===== src/hdl/tdt_pkg.sv =====
`timescale 1ns / 1ps
`default_nettype none
// ---------------------------------------------------------------------------
// tdt_pkg
// Shared constants, codes and types for the tag strength table.
// ---------------------------------------------------------------------------
package tdt_pkg;

  localparam int ENTRIES = 16;
  localparam int IDX_W   = (ENTRIES > 1) ? $clog2(ENTRIES) : 1;
  localparam int PTR_W   = $clog2(ENTRIES + 1);
  localparam int ID_W    = 96;
  localparam int HI_W    = 32;
  localparam int LO_W    = 64;
  localparam int DBM_W   = 9;
  localparam int SLOT_W  = 4;
  localparam int STAT_W  = 3;
  localparam int REQ_W   = 2;

  localparam logic [DBM_W-1:0] DBM_FLOOR = 9'h101;  // -255

  // request codes
  localparam logic [REQ_W-1:0] REQ_REPORT = 2'd0;
  localparam logic [REQ_W-1:0] REQ_READ   = 2'd1;
  localparam logic [REQ_W-1:0] REQ_REWIND = 2'd2;

  // result status codes
  localparam logic [STAT_W-1:0] ST_UPDATED  = 3'd0;
  localparam logic [STAT_W-1:0] ST_INSERTED = 3'd1;
  localparam logic [STAT_W-1:0] ST_FULL     = 3'd2;
  localparam logic [STAT_W-1:0] ST_READ     = 3'd3;
  localparam logic [STAT_W-1:0] ST_EMPTY    = 3'd4;
  localparam logic [STAT_W-1:0] ST_PAST_END = 3'd5;

  typedef enum logic [1:0] {
    S_IDLE,
    S_SCAN,
    S_READ
  } state_t;

  // write port of the entry store
  typedef struct packed {
    logic             en;
    logic [IDX_W-1:0] addr;
    logic [ID_W-1:0]  id;
    logic [DBM_W-1:0] dbm;
  } wr_t;

  // registered read data, already resolved against the valid bits
  typedef struct packed {
    logic [ID_W-1:0]  id;
    logic [DBM_W-1:0] dbm;
  } rd_t;

endpackage
`default_nettype wire


===== src/hdl/tdt_store.sv =====
`timescale 1ns / 1ps
`default_nettype none
// ---------------------------------------------------------------------------
// tdt_store
// Entry store: tag IDs and best strengths, one write and one registered read
// per cycle. Per-entry valid bits make a never-written entry read as empty
// with the floor strength.
// ---------------------------------------------------------------------------
module tdt_store (
  input  wire logic                      clk,
  input  wire logic                      rst,
  input  wire logic [tdt_pkg::IDX_W-1:0] rd_addr,
  output tdt_pkg::rd_t                   rd,
  input  wire tdt_pkg::wr_t              wr
);

  logic [tdt_pkg::ID_W-1:0]    id_mem  [tdt_pkg::ENTRIES];
  logic [tdt_pkg::DBM_W-1:0]   dbm_mem [tdt_pkg::ENTRIES];
  logic [tdt_pkg::ENTRIES-1:0] valid;

  logic [tdt_pkg::ID_W-1:0]  id_q;
  logic [tdt_pkg::DBM_W-1:0] dbm_q;
  logic                      vld_q;

  always_ff @(posedge clk) begin
    if (wr.en) begin
      id_mem[wr.addr]  <= wr.id;
      dbm_mem[wr.addr] <= wr.dbm;
    end
    id_q  <= id_mem[rd_addr];
    dbm_q <= dbm_mem[rd_addr];
  end

  always_ff @(posedge clk) begin
    if (rst) begin
      valid <= '0;
      vld_q <= 1'b0;
    end else begin
      if (wr.en) begin
        valid[wr.addr] <= 1'b1;
      end
      vld_q <= valid[rd_addr];
    end
  end

  assign rd.id  = vld_q ? id_q : '0;
  assign rd.dbm = vld_q ? dbm_q : tdt_pkg::DBM_FLOOR;

endmodule
`default_nettype wire


===== src/hdl/tag_rssi_dedup_table.sv =====
`timescale 1ns / 1ps
`default_nettype none
// ---------------------------------------------------------------------------
// tag_rssi_dedup_table
// Table of seen tag IDs with best signal strength; reports are matched or
// inserted by a linear scan, reads drain the table through a read pointer.
// ---------------------------------------------------------------------------
//  channel   handshake          ports
//  request   start & !busy      req_type, epc_upper, epc_lower, signal_dbm
//  result    done (one cycle)   status, slot, out_epc_upper, out_epc_lower,
//                               best_dbm
//
// Report: scan reads one slot per cycle from the entry store through its
//   single read port.
// Read: one store read, then write-back. Read past end: result
//   the cycle after the transaction; rewind: no result, busy never rises.
// Reset clears control and the store's valid bits.
// The receiver cannot stall; each result is shown for one cycle only.
// ---------------------------------------------------------------------------
module tag_rssi_dedup_table (
  input  wire logic                              clk,
  input  wire logic                              rst,
  input  wire logic                              start,
  output logic                                   busy,
  input  wire logic [tdt_pkg::REQ_W-1:0]         req_type,
  input  wire logic [tdt_pkg::HI_W-1:0]          epc_upper,
  input  wire logic [tdt_pkg::LO_W-1:0]          epc_lower,
  input  wire logic signed [tdt_pkg::DBM_W-1:0]  signal_dbm,
  output logic                                   done,
  output logic [tdt_pkg::STAT_W-1:0]             status,
  output logic [tdt_pkg::SLOT_W-1:0]             slot,
  output logic [tdt_pkg::HI_W-1:0]               out_epc_upper,
  output logic [tdt_pkg::LO_W-1:0]               out_epc_lower,
  output logic signed [tdt_pkg::DBM_W-1:0]       best_dbm
);

  localparam logic [tdt_pkg::PTR_W-1:0] PTR_END  = tdt_pkg::PTR_W'(tdt_pkg::ENTRIES);
  localparam logic [tdt_pkg::IDX_W-1:0] IDX_LAST = tdt_pkg::IDX_W'(tdt_pkg::ENTRIES - 1);

  tdt_pkg::state_t state, state_next;

  logic [tdt_pkg::PTR_W-1:0] scan_idx;
  logic [tdt_pkg::PTR_W-1:0] ptr;
  logic                      live_q;
  logic [tdt_pkg::IDX_W-1:0] data_idx;

  logic [tdt_pkg::REQ_W-1:0] req_q;
  logic [tdt_pkg::ID_W-1:0]  id_q;
  logic [tdt_pkg::DBM_W-1:0] dbm_q;

  tdt_pkg::rd_t rd;
  tdt_pkg::wr_t wr;

  logic accept;
  logic hit_match, hit_empty, last;
  logic [tdt_pkg::DBM_W-1:0] raised;

  logic                       emit;
  logic [tdt_pkg::STAT_W-1:0] e_status;
  logic [tdt_pkg::SLOT_W-1:0] e_slot;
  logic [tdt_pkg::ID_W-1:0]   e_id;
  logic [tdt_pkg::DBM_W-1:0]  e_dbm;

  tdt_store u_store (
    .clk     (clk),
    .rst     (rst),
    .rd_addr (scan_idx[tdt_pkg::IDX_W-1:0]),
    .rd      (rd),
    .wr      (wr)
  );

  assign busy   = (state != tdt_pkg::S_IDLE);
  assign accept = start && !busy;

  assign hit_match = live_q && (rd.id == id_q);
  assign hit_empty = live_q && (rd.id == '0);
  assign last      = live_q && (data_idx == IDX_LAST);
  assign raised    = ($signed(dbm_q) > $signed(rd.dbm)) ? dbm_q : rd.dbm;

  // next state
  always_comb begin
    state_next = state;
    unique case (state)
      tdt_pkg::S_IDLE: begin
        if (accept && req_type == tdt_pkg::REQ_REPORT) begin
          state_next = tdt_pkg::S_SCAN;
        end else if (accept && req_type == tdt_pkg::REQ_READ && ptr != PTR_END) begin
          state_next = tdt_pkg::S_READ;
        end
      end
      tdt_pkg::S_SCAN: begin
        if (hit_match || hit_empty || last) begin
          state_next = tdt_pkg::S_IDLE;
        end
      end
      tdt_pkg::S_READ: begin
        if (live_q) begin
          state_next = tdt_pkg::S_IDLE;
        end
      end
      default: state_next = tdt_pkg::S_IDLE;
    endcase
  end

  // result and store write
  always_comb begin
    emit     = 1'b0;
    e_status = tdt_pkg::ST_UPDATED;
    e_slot   = tdt_pkg::SLOT_W'(data_idx);
    e_id     = '0;
    e_dbm    = rd.dbm;
    wr       = '0;
    wr.addr  = data_idx;
    unique case (state)
      tdt_pkg::S_IDLE: begin
        if (accept && req_type == tdt_pkg::REQ_READ && ptr == PTR_END) begin
          emit     = 1'b1;
          e_status = tdt_pkg::ST_PAST_END;
          e_slot   = '0;
          e_dbm    = '0;
        end
      end
      tdt_pkg::S_SCAN: begin
        // an ID match takes priority over an empty slot (all-zero report)
        priority if (hit_match) begin
          emit     = 1'b1;
          e_status = tdt_pkg::ST_UPDATED;
          e_dbm    = raised;
          wr.en    = 1'b1;
          wr.id    = id_q;
          wr.dbm   = raised;
        end else if (hit_empty) begin
          emit     = 1'b1;
          e_status = tdt_pkg::ST_INSERTED;
          e_dbm    = dbm_q;
          wr.en    = 1'b1;
          wr.id    = id_q;
          wr.dbm   = dbm_q;
        end else if (last) begin
          emit     = 1'b1;
          e_status = tdt_pkg::ST_FULL;
          e_slot   = '0;
          e_dbm    = tdt_pkg::DBM_FLOOR;
        end else begin
        end
      end
      tdt_pkg::S_READ: begin
        if (live_q) begin
          emit     = 1'b1;
          e_status = (rd.id == '0) ? tdt_pkg::ST_EMPTY : tdt_pkg::ST_READ;
          e_id     = rd.id;
          wr.en    = 1'b1;
          wr.id    = '0;      // clear the ID, keep the strength
          wr.dbm   = rd.dbm;
        end
      end
      default: begin
      end
    endcase
  end

  always_ff @(posedge clk) begin
    if (rst) begin
      state  <= tdt_pkg::S_IDLE;
      ptr    <= '0;
      live_q <= 1'b0;
      done   <= 1'b0;
    end else begin
      state  <= state_next;
      live_q <= (state == tdt_pkg::S_SCAN || state == tdt_pkg::S_READ) &&
                (scan_idx < PTR_END);
      done   <= emit;
      if (accept && req_type == tdt_pkg::REQ_REWIND) begin
        ptr <= '0;
      end else if (state == tdt_pkg::S_READ && live_q) begin
        ptr <= ptr + 1'b1;
      end
    end
  end

  // scan address, request payload and result payload
  always_ff @(posedge clk) begin
    data_idx <= scan_idx[tdt_pkg::IDX_W-1:0];
    if (accept) begin
      req_q    <= req_type;
      id_q     <= {epc_upper, epc_lower};
      dbm_q    <= signal_dbm;
      scan_idx <= (req_type == tdt_pkg::REQ_READ) ? ptr : '0;
    end else if (state == tdt_pkg::S_SCAN && scan_idx < PTR_END) begin
      scan_idx <= scan_idx + 1'b1;
    end
    if (emit) begin
      status        <= e_status;
      slot          <= e_slot;
      out_epc_upper <= e_id[tdt_pkg::ID_W-1:tdt_pkg::LO_W];
      out_epc_lower <= e_id[tdt_pkg::LO_W-1:0];
      best_dbm      <= e_dbm;
    end
  end

  // ---- assertions ----
  a_ptr_range: assert property (@(posedge clk) disable iff (rst)
    ptr <= PTR_END)
    else $error("read pointer beyond table end");

  a_scan_range: assert property (@(posedge clk) disable iff (rst)
    state == tdt_pkg::S_SCAN |-> scan_idx <= PTR_END)
    else $error("scan index beyond table end");

  a_done_on_exit: assert property (@(posedge clk) disable iff (rst)
    !$past(rst) && $fell(busy) |-> done)
    else $error("busy dropped without a result");

  a_done_cause: assert property (@(posedge clk) disable iff (rst)
    !$past(rst) && done |-> $past(busy) || $past(start))
    else $error("result without a transaction");

  a_scan_req: assert property (@(posedge clk) disable iff (rst)
    state == tdt_pkg::S_SCAN |-> req_q == tdt_pkg::REQ_REPORT)
    else $error("scan running for a request other than a report");

endmodule
`default_nettype wire


===== config.mk =====
export PLATFORM = sky130hd
export DESIGN_NAME = tag_rssi_dedup_table
export DESIGN_NICKNAME = d
export VERILOG_FILES = /design/src/hdl/tdt_pkg.sv /design/src/hdl/tdt_store.sv /design/src/hdl/tag_rssi_dedup_table.sv
export SDC_FILE = /design/constraint.sdc
export NUM_CORES = 2
export LEC_CHECK = 0
export BUFFER_PORTS_ARGS = -buffer_cell sky130_fd_sc_hd__buf_2
export CELL_PAD_IN_SITES_DETAIL_PLACEMENT = 0
export CELL_PAD_IN_SITES_GLOBAL_PLACEMENT = 1
export CORE_MARGIN = 2
export CORE_UTILIZATION = 40
export DETAILED_ROUTE_END_ITERATION = 16
export PLACE_DENSITY = 0.66
export SETUP_SLACK_MARGIN = 0.2
export SYNTH_ARGS = -nofsm -noshare
export SYNTH_HDL_FRONTEND = slang
export SYNTH_HIERARCHICAL = 1
export SYNTH_SLANG_ARGS = --single-unit

===== constraint.sdc =====
create_clock -name clk -period 28.7 [get_ports clk]
set_input_delay 2.87 -clock clk [delete_from_list [all_inputs] [get_ports clk]]
set_output_delay 2.87 -clock clk [all_outputs]
set_load 0.05 [all_outputs]

### After elaboration in Yosys (flattened, before gate mapping)

Memories as Yosys holds them, arrays and structs flattened. A register that Yosys moved wholly into a read port is not among the register bits.
Cells that the tools add are included.

| word-level totals | value |
|---|---|
| output and inout port bits | 114 |
| bits in writable memories | 1680 |
| input bits | 110 |
| register bits after elaboration | 252 |
| memories | 2 |

| cells by class | value |
|---|---|
| reduce and logical (&&, ||, !) cells | 25 |
| eq/ne operators | 11 |
| muxes and demuxes | 47 |
| add/subtract/negate cells | 2 |
| magnitude comparators | 5 |
| bitwise gates (word level) | 1 |

Memory list:

| name | words | bits a word | rd ports | clocked after Yosys merged registers in | wr ports | line | source |
|---|---|---|---|---|---|---|---|
| u_store.id_mem | 16 | 96 | 1 | 1 | 1 | tdt_store.sv:17 | `logic [tdt_pkg::ID_W-1:0] id_mem [tdt_pkg::ENTRIES];` |
| u_store.dbm_mem | 16 | 9 | 1 | 1 | 1 | tdt_store.sv:18 | `logic [tdt_pkg::DBM_W-1:0] dbm_mem [tdt_pkg::ENTRIES];` |

Operators by type and width:

| operator | number |
|---|---|
| $mux 105 | 2 |
| $pmux 105 s2 | 1 |
| $eq 96x96->1 | 1 |
| $logic_not 96->1 | 1 |
| $mux 96 | 1 |
| $mux 9 | 7 |
| $pmux 9 s2 | 1 |
| $mux 4 | 4 |
| $or 16x16->16 | 1 |
| $mux 5 | 3 |
| $mux 2 | 7 |
| $logic_and 1x1->1 | 13 |
| $mux 1 | 11 |
| $add 5x1->5 const B | 2 |
| $lt 4x5->1 const B | 2 |
| $gt 9x9->1 | 1 |
| $mux 3 | 3 |
| $pmux 3 s3 | 1 |
| $pmux 4 s2 | 1 |
| $pmux 2 s3 | 1 |
| $eq 5x5->1 const B | 1 |
| $lt 5x5->1 const B | 1 |
| $ne 5x5->1 const B | 1 |
| $bmux 1 s4 | 1 |
| 16 further kinds | 23 |

### Depth between registers and ports, before layout

| depth | value |
|---|---|
| word-level depth | 8 |
| gate-level depth with buffers | 15 |
| mapped depth without buffers | 13 |

### Cells and area by module

The synthesis kept the hierarchy.

Modules (own cells, without submodules):

| module | area an instance (um^2) | instances | cells an instance |
|---|---|---|---|
| tdt_store | 66143.4 | 1 | 2765 |
| tag_rssi_dedup_table | 11272.1 | 1 | 916 |

### Least setup slack after synthesis

Ideal clock, no wire load.

| timing path | value |
|---|---|
| path kind | flip-flop to flip-flop |
| from | register u_store.vld_q |
| to | memory u_store/dbm_mem[0][0] in the netlist's numbering (enable) |
| data arrival time | 10.512 ns |
| data required time | 28.000 ns |
| buffers on the path | 2 |
| path slack | 17.488 ns |
| stages on the path, launching flop included | 14 |
| library setup time | 0.700 ns |
| cells stage by stage | dfxtp_1 > clkbuf_1 > clkbuf_1 > and2_1 > nor2b_1 > a2111o_1 > nor4_2 > nand4_2 > nor4_4 > nor2_4 > o21ai_0 > and2_1 > or3b_2 > nor3_1 |

RTL lines:

| what | line | source |
|---|---|---|
| start: declaration | tdt_store.sv:23 | `logic vld_q;` |
| start signal: assignment | tdt_store.sv:42 | `vld_q <= valid[rd_addr];` |
| end: declaration | tdt_store.sv:18 |  |

==> run_results.csv <==
group,metric,value,unit
global_routing,grtUsageTotal,21.4,%
logic_synthesis,synth_top_area_share,73.8,%
floorplan,start_util,40.2,%
sta,setup-violations-final,0,
power,max-vdd-ir-drop,0.0000479,V
logic_synthesis,ys_warn_count,6,
floorplan,coreArea,0.192,sq mm
global_routing,met2_usage,35.2,%
drt,drc,0,
drt,dr.pass1.iters,6,
setup_path,cpMaxStageDelayCell,"buf_4",
setup_path,path_class,"reg2reg",
placed_design,port_buffers,223,
setup_path,path_cells,"buf_4 -> and2_1 -> xnor2_1 -> o221ai_1 -> nor4_1 -> nand4_2 -> nor4_4 -> nor2_4 -> o21ai_0 -> and2_1 -> or3b_2 -> nor2_4 -> buf_4 -> buf_4",
logic_synthesis,yosysSeqAreaShare,77.3,%
final_layout,area_delta_synth_final,14.0,%
global_routing,antenna_found_initial,4,
final_layout,nets,4113,
global_routing,grt_max_degree,122,
clock_network,numCtsBuffers,201,
setup_path,cp_common_cell,"buf_4",
setup_path,critPathLaunchType,"flop",
final_layout,final.fill_count,15975,
logic_synthesis,synth_area_leaders,"edfxtp_1 74%, mux4_2 12%, dfxtp_1 3.5%",
global_routing,grt_overflow,0,
final_layout,drive_gt1_share,25.2,%
logic_synthesis,syn_nets,3807,
sta,period_share,24.4,%
min_path,hp-class,"reg2reg",
global_routing,busiest_layer,"met2",
clock_network,clock-sinks,2037,
clock_network,cts_resized,0,
placed_design,dp_hpwl,132000,microns
clock_network,postCtsSetupRepairBufs,0,
outcome,outcome,"completed",
floorplan,dieArea,0.197,sq mm
setup_path,required,29.16,ns
logic_synthesis,synth_common_cells,"1,902 x edfxtp_1, 422 x mux4_2, 193 x and2_1, 135 x dfxtp_1, 116 x a22o_1",
setup_path,path_buf_inv,3,
floorplan,placementRows,161,
logic_synthesis,synth_cell_types,59,
floorplan,ioPinCount,224,
drt,routed_wl,212000,microns
final_layout,fin_cells,6691,
clock_network,cts_hold_buf,0,
sta,clock_skew,0.0594,ns
setup_path,slowest_delay,0.90,ns
drt,ant_nets,0,
global_routing,use_met3,2.99,%
sta,grt_setup_unrepaired,"no",
clock_network,htree_levels,4,
setup_path,crit_fanout,77,
clock_network,cts_tree,"yes",
sta,finalHoldViolCount,0,
drt,wl_per_cell,31.7,microns
logic_synthesis,yosys_most_used_dff,"edfxtp_1",
placed_design,dp.cells,6310,
setup_path,cp.arrival,7.47,ns
sta,tightest_slew,1.18,ns
drt,vias,38133,
job,cap_violations,0,
clock_network,clk_latency,0.88,ns
logic_synthesis,synth.most_common_cell,"edfxtp_1",
sta,max_freq,143,MHz
logic_synthesis,synth_area_per_cell,21.0,sq um
logic_synthesis,synthesis.area,0.0774,sq mm
logic_synthesis,synthArstFlopShare,0,%
sta,slew_violations,0,
global_routing,grt_pass1_wl,297000,microns
sta,min_period,7.01,ns
global_routing,grt_use_met1,28.3,%
clock_network,clk_pin_slew,0.06,ns
drt,avgViaCountPerCell,5.70,
power,leakagePower,32.5,nW
sta,tns,0,ns
logic_synthesis,synth_area_leader_cell,"edfxtp_1",
setup_path,end_kind,"flop",
floorplan,die_w,444,microns
global_routing,grt_pass1_vias,38085,
logic_synthesis,synth-edff-count,1902,
clock_network,cts_buffer_depth,3,
setup_path,crit_family,"simple AND/OR/NAND/NOR gates",
logic_synthesis,ys_seq_elements,2037,
logic_synthesis,syn_inst,3681,
drt,drt-initial-drc-count,4217,
floorplan,dieHeight,444,microns
sta,max_slew_margin,20.9,%
clock_network,clockRootBuffer,"clkbuf_16",
power,powerDensity,70.7,mW/mm^2
placed_design,gp_congestion,0.922,
layout by cell type, fill, tap and decap left out, drive strengths merged, types with 3 or more instances in the layout:
cell type	instances
edfxtp	1902
mux4	422
buf	292
clkbuf	276
and2	193
dfxtp	135
a22o	116
a221o	105
and3	90
nor2	77
clkinv	76
nand2b	70
nand4	48
inv	45
xnor2	43
nor4	42
nand2	35
nor3	23
nor2b	18
bufinv	17
nand3	16
ha	16
a21oi	13
xor2	13
o21ai	11
o2111ai	9
o21a	6
o22ai	5
mux2i	5
a21o	5
o2bb2ai	4
nor3b	3
a2111o	3
o221ai	3
clkinvlp	3
mux2	3
cells by family after synthesis:
kind of cell | Yosys count | share of synthesized area (%)
buffers and inverters | 227 | 1.41
DFF | 2037 | 77.3
adders and majority gates | 16 | 0.259
muxes | 430 | 12.4
and+or+nand+nor | 621 | 4.68
AOI/OAI and AO/OA | 294 | 3.36
xor gates and xnor gates | 56 | 0.634
metrics by stage:
step                      setup slack [ns]  cell area, sq um  total power [mW]  hold slack, ns  utilization (%)
final                                21.69             88300              6.24           0.475             45.9
after global routing                 21.40             88300              6.41           0.496             45.9
after CTS                            21.59             88300              6.28           0.476             45.9
after detailed placement             21.59             81600              3.67           0.461             42.4
after global placement               21.64             81600              3.67           0.446             42.4
after floorplan                      17.49             77400              3.52           0.409                -
routing by layer:
| metal | part of all wire [%] | routed length, microns | up-vias |
|---|---|---|---|
| met4 | 5.1 | 10800 | 0 |
| met2 | 50 | 105000 | 1461 |
| met5 | 0 | 0 | - |
| li1 | - | - | 15899 |
| met3 | 5.6 | 11800 | 295 |
| met1 | 40 | 84400 | 20478 |
cell type report:
type,instances,area [sq um],share of cell area (%)
Sequential cell,2037,59800,67.8
Multi-Input combinational cell,1417,16700,18.9
Clock buffer,276,5440,6.16
Tap cell,2526,3160,3.58
Timing Repair Buffer,292,1750,1.98
Clock inverter,103,1240,1.41
Inverter,38,148,0.167
Antenna cell,2,5.00,0.00567
worst reg2reg max path: stages, from the launching register on:
cell,delay [ns]
dfxtp_4,0.58
buf_4,0.63
and2_1,0.31
xnor2_1,0.22
o221ai_1,0.23
nor4_1,0.66
nand4_2,0.27
nor4_4,0.88
nor2_4,0.03
o21ai_0,0.15
and2_1,0.20
or3b_2,0.58
nor2_4,0.12
buf_4,0.67
buf_4,0.93
path summary, 6_finish.rpt:
check	from	endpoint	slack, ns	cells after the start
setup / recovery	u_store/vld_q	u_store/id_mem[12][57]	21.69	14
hold / removal	u_store/valid[2]	u_store/valid[2]	0.48	2
setup reg to reg	u_store/vld_q	u_store/id_mem[12][57]	21.69	14
hold reg to reg	u_store/valid[2]	u_store/valid[2]	0.48	2
registers in the layout, summed over array words and instances, names as in the netlist, 2 cells and up:
| signal | count |
|---|---|
| u_store/valid | 16 |
| scan_idx | 5 |
| u_store/id_q | 96 |
| u_store/id_mem | 1536 |
| data_idx | 4 |
| best_dbm | 9 |
| u_store/dbm_mem | 144 |
| out_epc_upper | 32 |
| u_store/dbm_q | 9 |
| ptr | 5 |
| status | 3 |
| out_epc_lower | 64 |
| dbm_q | 9 |
| id_q | 96 |
| state | 2 |
| slot | 4 |
report_power, final:
part           switching, mW  internal (mW)
Sequential            0.0525           3.25
Combinational          0.201         0.0994
Clock                   1.14           1.50
Total                   1.40           4.84
Note: power is estimated with default switching activity, not from simulation.
